`config.mk`:
```
export PLATFORM = sky130hd
export DESIGN_NAME = rc4_stream_cipher_flat
export DESIGN_NICKNAME = d
export VERILOG_FILES = /design/src/design/rc4_pkg.sv /design/src/design/rc4_stream_if.sv /design/src/design/rc4_stream_cipher.sv /design/src/flat_wrapper.sv
export SDC_FILE = /design/constraint.sdc
export NUM_CORES = 2
export LEC_CHECK = 0
export BUFFER_PORTS_ARGS = -buffer_cell sky130_fd_sc_hd__buf_4
export CELL_PAD_IN_SITES_DETAIL_PLACEMENT = 0
export CELL_PAD_IN_SITES_GLOBAL_PLACEMENT = 1
export CORE_UTILIZATION = 55
export CTS_CLUSTER_SIZE = 24
export DETAILED_ROUTE_END_ITERATION = 6
export HOLD_SLACK_MARGIN = 0.03
export PLACE_DENSITY = 0.87
export SLEW_MARGIN = 25
export SYNTH_ARGS = -nofsm -noshare
export SYNTH_HDL_FRONTEND = slang
export SYNTH_SLANG_ARGS = --single-unit
```
`constraint.sdc`:
```
create_clock -name clock -period 24.5 [get_ports clock]
set_input_delay 4.9 -clock clock [delete_from_list [all_inputs] [get_ports clock]]
set_output_delay 4.9 -clock clock [all_outputs]
set_load 0.005 [all_outputs]
```
`src/design/rc4_pkg.sv`:
```
package rc4_pkg;

   localparam int STATE_SIZE    = 256;
   localparam int KEY_BYTES_MAX = 32;
   localparam int KEY_WORDS     = 4;
   localparam int KEY_WORD_BITS = 64;
   localparam int KEY_LEN_BITS  = 6;
   localparam int KEY_LEN_RESET = 16;

   typedef logic [7:0]                 byte_type;
   typedef logic [KEY_WORD_BITS-1:0]   key_word_type;
   typedef logic [KEY_LEN_BITS-1:0]    key_len_type;

   typedef enum logic [2:0] {
      CSR_KEY_LENGTH = 3'd0,
      CSR_KEY_WORD0  = 3'd1,
      CSR_KEY_WORD1  = 3'd2,
      CSR_KEY_WORD2  = 3'd3,
      CSR_KEY_WORD3  = 3'd4
   } csr_index_type;

endpackage

```
`src/design/rc4_stream_if.sv`:
```
interface rc4_req_if;
   import rc4_pkg::*;

   logic     valid;
   logic     ready;
   byte_type data_byte;
   logic     last_of_message;

   modport source (output valid, output data_byte, output last_of_message, input ready);
   modport sink   (input valid, input data_byte, input last_of_message, output ready);
endinterface

interface rc4_rsp_if;
   import rc4_pkg::*;

   logic     valid;
   logic     ready;
   byte_type out_byte;

   modport source (output valid, output out_byte, input ready);
   modport sink   (input valid, input out_byte, output ready);
endinterface

```
`src/design/rc4_stream_cipher.sv`:
```
// Each accepted byte passes S_B_RD_I, S_B_RD_J, S_B_WR_I, S_B_WR_J and S_B_OUT,
// which waits while the output register is full; the first byte of a message is
// preceded by the key schedule (RAM fill, then read/read/write/write steps).
// A new byte is taken only in S_IDLE, once the previous result is registered.
// Reset: synchronous, active high; indices cleared, key_length 16, key words 0,
// and a key schedule pending for the first byte.
module rc4_stream_cipher (
   input  logic                   clock,
   input  logic                   reset,
   rc4_req_if.sink                req_ch,
   rc4_rsp_if.source              rsp_ch,
   input  logic                   csr_we,
   input  rc4_pkg::csr_index_type csr_index,
   input  rc4_pkg::key_word_type  csr_wdata
);
   import rc4_pkg::*;

   typedef enum logic [3:0] {
      S_IDLE,
      S_FILL,
      S_K_RD_N,
      S_K_RD_J,
      S_K_WR_N,
      S_K_WR_J,
      S_B_RD_I,
      S_B_RD_J,
      S_B_WR_I,
      S_B_WR_J,
      S_B_OUT
   } state_type;

   state_type    state_ff;
   key_len_type  key_length_ff;
   key_word_type key_ff [KEY_WORDS];
   key_len_type  len_ff;
   logic [4:0]   key_idx_ff;
   byte_type     cnt_ff;
   byte_type     i_ff;
   byte_type     j_ff;
   byte_type     si_ff;
   byte_type     sj_ff;
   byte_type     data_ff;
   logic         last_ff;
   logic         hit_ff;
   logic         needs_schedule_ff;
   logic         rsp_valid_ff;
   byte_type     out_byte_ff;

   byte_type     mem [STATE_SIZE];
   byte_type     rdata_ff;
   logic         mem_we;
   byte_type     mem_waddr;
   byte_type     mem_wdata;
   byte_type     mem_raddr;

   byte_type     key_byte;
   key_len_type  eff_len;
   byte_type     ksa_j_in;
   byte_type     prga_j_in;
   byte_type     sum_in;
   logic         req_fire;
   logic         out_free;

   assign req_fire  = req_ch.valid && req_ch.ready;
   assign out_free  = !rsp_valid_ff || rsp_ch.ready;
   assign key_byte  = key_ff[key_idx_ff[4:3]][{key_idx_ff[2:0], 3'b000} +: 8];
   assign ksa_j_in  = j_ff + rdata_ff + key_byte;
   assign prga_j_in = j_ff + rdata_ff;
   assign sum_in    = si_ff + sj_ff;

   always_comb begin
      if (key_length_ff == '0) begin
         eff_len = key_len_type'(1);
      end else if (key_length_ff > key_len_type'(KEY_BYTES_MAX)) begin
         eff_len = key_len_type'(KEY_BYTES_MAX);
      end else begin
         eff_len = key_length_ff;
      end
   end

   always_comb begin
      mem_we    = 1'b0;
      mem_waddr = cnt_ff;
      mem_wdata = cnt_ff;
      mem_raddr = sum_in;
      case (state_ff)
         S_FILL: begin
            mem_we = 1'b1;
         end
         S_K_RD_N: begin
            mem_raddr = cnt_ff;
         end
         S_K_RD_J: begin
            mem_raddr = ksa_j_in;
         end
         S_K_WR_N: begin
            mem_we    = 1'b1;
            mem_wdata = rdata_ff;
         end
         S_K_WR_J: begin
            mem_we    = 1'b1;
            mem_waddr = j_ff;
            mem_wdata = si_ff;
         end
         S_B_RD_I: begin
            mem_raddr = i_ff + 8'd1;
         end
         S_B_RD_J: begin
            mem_raddr = prga_j_in;
         end
         S_B_WR_I: begin
            mem_we    = 1'b1;
            mem_waddr = i_ff;
            mem_wdata = rdata_ff;
         end
         S_B_WR_J: begin
            mem_we    = 1'b1;
            mem_waddr = j_ff;
            mem_wdata = si_ff;
         end
         default: begin
            mem_we = 1'b0;
         end
      endcase
   end

   always_ff @(posedge clock) begin
      if (mem_we) begin
         mem[mem_waddr] <= mem_wdata;
      end
      rdata_ff <= mem[mem_raddr];
   end

   always_ff @(posedge clock) begin
      if (reset) begin
         key_length_ff <= key_len_type'(KEY_LEN_RESET);
         key_ff        <= '{default: '0};
      end else if (csr_we) begin
         case (csr_index)
            CSR_KEY_LENGTH: key_length_ff <= csr_wdata[KEY_LEN_BITS-1:0];
            CSR_KEY_WORD0:  key_ff[0] <= csr_wdata;
            CSR_KEY_WORD1:  key_ff[1] <= csr_wdata;
            CSR_KEY_WORD2:  key_ff[2] <= csr_wdata;
            CSR_KEY_WORD3:  key_ff[3] <= csr_wdata;
            default: ;
         endcase
      end
   end

   always_ff @(posedge clock) begin
      if (reset) begin
         state_ff          <= S_IDLE;
         needs_schedule_ff <= 1'b1;
         rsp_valid_ff      <= 1'b0;
         i_ff              <= '0;
         j_ff              <= '0;
         cnt_ff            <= '0;
         key_idx_ff        <= '0;
         len_ff            <= key_len_type'(1);
      end else begin
         if (rsp_ch.ready && state_ff != S_B_OUT) begin
            rsp_valid_ff <= 1'b0;
         end
         case (state_ff)
            S_IDLE: begin
               if (req_fire) begin
                  data_ff <= req_ch.data_byte;
                  last_ff <= req_ch.last_of_message;
                  if (needs_schedule_ff) begin
                     cnt_ff   <= '0;
                     len_ff   <= eff_len;
                     state_ff <= S_FILL;
                  end else begin
                     state_ff <= S_B_RD_I;
                  end
               end
            end
            S_FILL: begin
               cnt_ff <= cnt_ff + 8'd1;
               if (cnt_ff == byte_type'(STATE_SIZE - 1)) begin
                  j_ff       <= '0;
                  key_idx_ff <= '0;
                  state_ff   <= S_K_RD_N;
               end
            end
            S_K_RD_N: begin
               state_ff <= S_K_RD_J;
            end
            S_K_RD_J: begin
               si_ff    <= rdata_ff;
               j_ff     <= ksa_j_in;
               state_ff <= S_K_WR_N;
            end
            S_K_WR_N: begin
               state_ff <= S_K_WR_J;
            end
            S_K_WR_J: begin
               cnt_ff <= cnt_ff + 8'd1;
               if (key_idx_ff == 5'(len_ff - key_len_type'(1))) begin
                  key_idx_ff <= '0;
               end else begin
                  key_idx_ff <= key_idx_ff + 5'd1;
               end
               if (cnt_ff == byte_type'(STATE_SIZE - 1)) begin
                  i_ff              <= '0;
                  j_ff              <= '0;
                  needs_schedule_ff <= 1'b0;
                  state_ff          <= S_B_RD_I;
               end else begin
                  state_ff <= S_K_RD_N;
               end
            end
            S_B_RD_I: begin
               i_ff     <= i_ff + 8'd1;
               state_ff <= S_B_RD_J;
            end
            S_B_RD_J: begin
               si_ff    <= rdata_ff;
               j_ff     <= prga_j_in;
               state_ff <= S_B_WR_I;
            end
            S_B_WR_I: begin
               sj_ff    <= rdata_ff;
               state_ff <= S_B_WR_J;
            end
            S_B_WR_J: begin
               // read of j in the same cycle as its write sees the old entry
               hit_ff   <= (sum_in == j_ff);
               state_ff <= S_B_OUT;
            end
            S_B_OUT: begin
               if (out_free) begin
                  out_byte_ff  <= data_ff ^ (hit_ff ? si_ff : rdata_ff);
                  rsp_valid_ff <= 1'b1;
                  if (last_ff) begin
                     needs_schedule_ff <= 1'b1;
                  end
                  state_ff <= S_IDLE;
               end
            end
            default: begin
               state_ff <= S_IDLE;
            end
         endcase
      end
   end

   assign req_ch.ready    = (state_ff == S_IDLE);
   assign rsp_ch.valid    = rsp_valid_ff;
   assign rsp_ch.out_byte = out_byte_ff;

   a_busy_after_accept: assert property (@(posedge clock) disable iff (reset)
      req_fire |=> (state_ff != S_IDLE))
      else $error("engine idle after accepting a transaction");

   a_last_rearms_schedule: assert property (@(posedge clock) disable iff (reset)
      (state_ff == S_B_OUT && out_free && last_ff) |=> needs_schedule_ff)
      else $error("schedule not re-armed after last byte");

   a_key_index_in_range: assert property (@(posedge clock) disable iff (reset)
      (state_ff == S_K_RD_J) |-> (key_len_type'(key_idx_ff) < len_ff))
      else $error("key index beyond key length");

   a_key_length_sane: assert property (@(posedge clock) disable iff (reset)
      (state_ff == S_K_WR_J) |-> (len_ff != '0 && len_ff <= key_len_type'(KEY_BYTES_MAX)))
      else $error("effective key length out of range");

   a_result_from_engine: assert property (@(posedge clock) disable iff (reset)
      $rose(rsp_valid_ff) |-> ($past(state_ff) == S_B_OUT))
      else $error("result raised outside output step");

endmodule
```
`src/flat_wrapper.sv`:
```
// flat-port wrapper written by rule: the top's interface ports become plain ports
module rc4_stream_cipher_flat import rc4_pkg::*;
  (clock, reset, csr_we, csr_index, csr_wdata, req_ch_valid, req_ch_data_byte, req_ch_last_of_message, req_ch_ready, rsp_ch_valid, rsp_ch_out_byte, rsp_ch_ready);
  rc4_req_if req_ch_i ();
  rc4_rsp_if rsp_ch_i ();
  input  logic clock;
  input  logic reset;
  input  logic csr_we;
  input  rc4_pkg::csr_index_type csr_index;
  input  rc4_pkg::key_word_type csr_wdata;
  input wire logic [$bits(req_ch_i.valid)-1:0] req_ch_valid;
  input wire logic [$bits(req_ch_i.data_byte)-1:0] req_ch_data_byte;
  input wire logic [$bits(req_ch_i.last_of_message)-1:0] req_ch_last_of_message;
  output wire logic [$bits(req_ch_i.ready)-1:0] req_ch_ready;
  output wire logic [$bits(rsp_ch_i.valid)-1:0] rsp_ch_valid;
  output wire logic [$bits(rsp_ch_i.out_byte)-1:0] rsp_ch_out_byte;
  input wire logic [$bits(rsp_ch_i.ready)-1:0] rsp_ch_ready;
  assign req_ch_i.valid = req_ch_valid;
  assign req_ch_i.data_byte = req_ch_data_byte;
  assign req_ch_i.last_of_message = req_ch_last_of_message;
  assign req_ch_ready = req_ch_i.ready;
  assign rsp_ch_valid = rsp_ch_i.valid;
  assign rsp_ch_out_byte = rsp_ch_i.out_byte;
  assign rsp_ch_i.ready = rsp_ch_ready;
  rc4_stream_cipher u_core (.clock(clock), .reset(reset), .req_ch(req_ch_i), .rsp_ch(rsp_ch_i), .csr_we(csr_we), .csr_index(csr_index), .csr_wdata(csr_wdata));
endmodule
```
* Word level (Yosys, flattened, before mapping)
Memories as Yosys holds them, arrays and structs flattened. A register that Yosys moved wholly into a read port is not among the register bits.
Index checks and enable logic that the tools add are counted.
** Storage, ports and cells
- Output and inout bits :: 10
- Bits of input ports :: 81
- Word-level logic and storage cells :: 126
- Bits in writable memories :: 2048
- Memories kept :: 1
- Register bits after elaboration :: 336
** Cells by class
- Order comparisons :: 2
- Reductions and logical operators :: 34
- Bitwise gates (word level) :: 3
- Shift-type cells :: 1
- $add $sub $neg :: 7
- Eq/ne operators :: 25
- Mux-type cells :: 34
** Memories
- u_core.mem :: words 256, bits a word 8, rd ports 1, clocked after Yosys merged registers in 1, write ports 1, line rc4_stream_cipher.sv:49 : byte_type mem [STATE_SIZE];
** Operators by type and width (number)
- $bmux 64 s2 :: 1
- $mux 64 :: 2
- $pmux 8 s2 :: 4
- $shiftx 64x7->8 :: 1
- $pmux 4 s11 :: 1
- $mux 8 :: 4
- $pmux 8 s4 :: 1
- $add 8x8->8 :: 3
- $pmux 8 s3 :: 1
- $reduce_and 2->1 :: 11
- $mux 5 :: 4
- $add 8x1->8 const B :: 2
- $eq 4x3->1 const B :: 4
- $reduce_and 3->1 :: 5
- $eq 4x4->1 const B :: 3
- $mux 4 :: 3
- $ne 2x1->1 const B :: 5
- $pmux 5 s2 :: 1
- $mux 1 :: 9
- $eq 4x2->1 const B :: 2
- $eq 8x8->1 :: 1
- $eq 8x8->1 const B :: 1
- $reduce_bool 2->1 :: 4
- $reduce_or 2->1 :: 4
- 25 further kinds :: 29

* Longest topological paths before layout
- Depth in word-level cells :: 7
- Depth in mapped cells :: 27
- Gate-level depth less buffers :: 16

* Least setup slack after synthesis
No wires, ideal clock.
- Path type :: reg2reg
- From :: reg u_core.state_ff[2]
- To :: mem u_core.mem[0][5] (netlist bit), data pin
- Period minus slack after synthesis :: 9.808 ns
- Path buffers :: 3
- Path slack :: 14.692 ns
- Required time :: 22.921 ns
- Data arrival time :: 8.229 ns
- Cell stages (with the launch flop) :: 8
- Library setup time :: 1.579 ns
- Cells stage by stage :: dfxtp_1 > buf_2 > buf_2 > xnor2_1 > nor2_1 > clkbuf_1 > nor2_1 > a21oi_1
** Between the ends
- Cells in the longest elaborated chain, start to end :: 3
- Elaborated cells on any way between the ends :: 7
- Those cells by class :: eq/ne: 4; mux: 1; reduce/logical: 2
** Ends and longest elaborated chain
- from (decl) :: line rc4_stream_cipher.sv:32 : state_type state_ff;
- from (signal assigned) :: line rc4_stream_cipher.sv:152 : state_ff <= S_IDLE;
- from (signal assigned) :: line rc4_stream_cipher.sv:172 : state_ff <= S_FILL;
- from (signal assigned) :: line rc4_stream_cipher.sv:174 : state_ff <= S_B_RD_I;
- $eq 4x4->1 or $eq 4x3->1 (tied branches) :: line rc4_stream_cipher.sv:86 : case (state_ff)
- $reduce_or 2->1 (no line)
- $pmux 8 s2 (*) :: line rc4_stream_cipher.sv:86
- via u_core.mem_wdata[5] :: line rc4_stream_cipher.sv:53 : byte_type mem_wdata;
- to (decl) :: line rc4_stream_cipher.sv:49
Mark *: on every way through the listed nets, which the timed path passes. The rest lies on a longest branch.

* Worst setup path after layout
- From :: reg u_core.key_idx_ff[3]
- To :: reg u_core.rdata_ff[3] (read register of u_core.mem)
** Between the ends
- Cells in the longest elaborated chain, start to end :: 7
** Ends and longest elaborated chain
- from (decl) :: line rc4_stream_cipher.sv:36 : logic [4:0] key_idx_ff;
- from (signal assigned) :: line rc4_stream_cipher.sv:202 : key_idx_ff <= key_idx_ff + 5'd1;
- $not 2->3 (implied by the code) :: line rc4_stream_cipher.sv:66 : assign key_byte = key_ff[key_idx_ff[4:3]][{key_idx_ff[2:0], 3'b000} +: 8];
- $bmux 64 s2 :: line rc4_stream_cipher.sv:66
- $mux 64 (implied by the code) (2 in series) :: line rc4_stream_cipher.sv:66
- $shiftx 64x7->8 :: line rc4_stream_cipher.sv:66
- $add 8x8->8 :: line rc4_stream_cipher.sv:67 : assign ksa_j_in = j_ff + rdata_ff + key_byte;
- $pmux 8 s4 :: line rc4_stream_cipher.sv:86
- to (decl) :: line rc4_stream_cipher.sv:50 : byte_type rdata_ff;
Every way passes these cells. The select of a mux whose other input is x is not followed.
A chain may end at the register's enable or synchronous reset.

==> impl_metrics.env <==
export IMPL_status="finished clean"
export IMPL_report_final_setup_viol=0
export IMPL_async_flop_share_pct=0
export IMPL_synthFlopType="edfxtp_1"
export IMPL_final_cell_mix="nand2_1, edfxtp_1, nand3_1"
export IMPL_synth_cell_type_count=83
export IMPL_cp_slowest_cell="buf_4"
export IMPL_syn_to_final_growth_pct=9.51
export IMPL_cts_resized=0
export IMPL_vdd_ir_drop_max_uv=116
export IMPL_hold_path_class="reg -> reg"
export IMPL_clock_sinks=2392
export IMPL_tritoncts="yes"
export IMPL_power_density_mw_per_mm2=101
export IMPL_clkLatencyLatePin_ns=0.92
export IMPL_power_leakage_uw=0.0369
export IMPL_synth_nets=8400
export IMPL_placed_area_mm2=0.101
export IMPL_grt_pass1_vias=62904
export IMPL_nets=8235
export IMPL_dieWidth_um=426
export IMPL_coreArea_mm2=0.179
export IMPL_drc=0
export IMPL_gp_congestion=0.856
export IMPL_fp_row_count=155
export IMPL_dp_cells=10248
export IMPL_postCtsSetupBuffers=0
export IMPL_worst_path_max_fanout=150
export IMPL_reg2reg_depth=20
export IMPL_min_period_ns=9.69
export IMPL_instances_no_fill=10678
export IMPL_grt_max_degree=224
export IMPL_cap_violations=0
export IMPL_finalCritPeriodShare_pct=39.5
export IMPL_crit_top_cell="buf_4"
export IMPL_synth_edf_count=2082
export IMPL_clk_pin_slew_ns=0.06
export IMPL_critPathMaxStageDelay_ns=0.86
export IMPL_cts_root_buf="clkbuf_16"
export IMPL_grt_usage_pct=29.4
export IMPL_critical_path_cell_chain="buf_4 -> mux4_2 -> mux4_2 -> mux2_2 -> ha_1 -> fa_1 -> mux4_2 -> mux2i_4 -> buf_4 -> buf_4 -> buf_12 -> buf_4 -> nand2_1 -> and3_1 -> a311oi_1 -> a31oi_1 -> a21oi_1 -> a211oi_1 -> or4_1 -> mux2i_1"
export IMPL_cts_htree_levels=4
export IMPL_use_met1_pct=41.4
export IMPL_overflow=0
export IMPL_path_buf_inv=5
export IMPL_antenna_left=0
export IMPL_cts_hold_buf=0
export IMPL_end_kind="register"
export IMPL_drive_gt1_share_pct=8.21
export IMPL_yosysSeqAreaShare_pct=69.4
export IMPL_syn_mean_instance_area_um2=11.9
export IMPL_holdPathStages=2
export IMPL_start_util_pct=55.5
export IMPL_hold_viol=0
export IMPL_dr_total_vias=67200
export IMPL_crit_cells=20
export IMPL_path_delay_family="buffers and inverters"
export IMPL_finalWirelength_um=270000
export IMPL_cts_buffers=230
export IMPL_worstPathRequired_ns=25.33
export IMPL_io_buffers=90
export IMPL_use_met2_pct=44.7
export IMPL_drt_pass1_iterations=6
export IMPL_antenna_found_initial=5
export IMPL_tns_ns=0
export IMPL_design_die_area_mm2=0.182
export IMPL_die_h_um=426
export IMPL_rsz0062_at_grt="false"
export IMPL_postSynthCellCount=8291
export IMPL_grt_first_pass_wirelength_um=401000
export IMPL_slew_violations=0
export IMPL_pin_count=91
export IMPL_slew_headroom_pct=23.2
export IMPL_r2r_start="u_core.key_idx_ff[3]"
export IMPL_fin_skew_ns=0.0655
export IMPL_cp_start_kind="register"
export IMPL_busiest_layer="met2"
export IMPL_wl_per_cell_um=25.3
export IMPL_viasPerCell=6.29
export IMPL_cts_path_max_buffers=3
export IMPL_holdCritStartpoint="u_core.key_ff[253]"
export IMPL_drt_iter0_drc=9368
export IMPL_stdcell_area_mm2=0.108
export IMPL_ys_ff_latch=2392
export IMPL_max_freq_mhz=103
export IMPL_dp_hpwl_um=151000
export IMPL_layout_commonest_cell="nand2_1"
export IMPL_worstSetupStartpoint="u_core.key_idx_ff[3]"
export IMPL_ys_warn_count=0
export IMPL_worstSetupPathType="reg -> reg"
export IMPL_max_slew_worst_pin_slew_ns=1.15
export IMPL_synth_area_mm2=0.0991
export IMPL_grt_use_met3_pct=6.66
export IMPL_arrival_ns=10.51
==> synthesized netlist by cell type (8+ instances only) <==
library cell / n / area [µm²]
mux2i_1: 53 / 531
mux4_2: 69 / 1550
nand3_1: 891 / 4460
edfxtp_1: 2082 / 62500
a311o_1: 18 / 180
nand2b_1: 8 / 50.1
nor2_1: 331 / 1240
a41o_1: 10 / 100
nor4_1: 12 / 75.1
a21oi_1: 364 / 1820
o21ai_0: 21 / 105
inv_1: 11 / 41.3
nor2b_1: 13 / 81.3
and3_1: 189 / 1180
a311oi_1: 238 / 2080
a22oi_1: 26 / 195
nand2_1: 2605 / 9780
a32oi_1: 26 / 228
clkbuf_1: 233 / 875
mux2_2: 15 / 169
xor2_1: 16 / 140
nor3_1: 43 / 215
buf_4: 31 / 233
buf_6: 56 / 631
dfxtp_1: 310 / 6210
buf_1: 41 / 154
buf_2: 236 / 1180
a211oi_1: 27 / 203
xnor2_1: 34 / 298
o211ai_1: 17 / 128
a221oi_1: 20 / 175
a311oi_2: 18 / 270
a31oi_1: 74 / 463
ha_1: 25 / 313
==> tightest hold or removal path: cells and delay by family (launching register included) <==
kind,cells,cell delay [ns]
simple gates,1,0.05
flops,1,0.30
compound gates,1,0.05
==> state kept, by name (all words and copies together), names as in the netlist, 8 cells and up <==
signal,count
u_core.i_ff,8
u_core.mem,2048
u_core.j_ff,8
u_core.cnt_ff,8
u_core.data_ff,8
u_core.sj_ff,8
u_core.si_ff,8
u_core.key_ff,256
u_core.rdata_ff,8
u_core.rsp_ch.out_byte,8
==> cell type report <==
cell class	instances	area (µm²)
Timing Repair Buffer	202	1770
Inverter	11	41.3
Tap cell	2355	2950
Multi-Input combinational cell	5289	27500
Fill cell	13461	70100
Clock buffer	296	6130
Clock inverter	130	1380
Antenna cell	3	7.51
Sequential cell	2392	68700
==> where the power goes <==
part | leakage [µW] | internal (µW) | switching [µW] | total, µW
registers | 0.0217 | 4800 | 61.3 | 4860
clock network | 0.00365 | 1960 | 1560 | 3520
logic | 0.0115 | 628 | 1960 | 2580
==> worst paths after layout <==
check | endpoint | slack (ns)
setup / recovery | u_core.rdata_ff[3] | 14.81
hold / removal | u_core.key_ff[253] | 0.45
setup reg to reg | u_core.rdata_ff[3] | 14.81
hold reg to reg | u_core.key_ff[253] | 0.45
==> cells by family after synthesis <==
group | count (synthesis) | synth area share, %
simple gates | 4143 | 17.6
flops | 2392 | 69.4
compound gates | 927 | 6.62
buf+inv | 610 | 3.18
mux | 141 | 2.38
xor+xnor | 50 | 0.442
fa+ha+maj | 28 | 0.376
==> metal layers <==
metal / vias up / share of wire [%] / wire length [µm]
met5: - / 0.020 / 55
met4: 8 / 3.5 / 9390
met3: 546 / 11 / 29400
met2: 3718 / 46 / 124000
met1: 33219 / 40 / 107000
li1: 29709 / - / -
==> stage by stage <==
step	total power (µW)	hold WS [ns]	util [%]	worst slack, ns
after floorplan	6660	0.432	-	14.69
after global placement	7420	0.438	56.5	15.06
after detailed placement	7460	0.443	56.5	15.04
after CTS	10900	0.451	60.7	15.01
after global routing	11300	0.469	60.7	14.42
final	11000	0.451	60.7	14.81
Power figures use the tool's default switching activity.
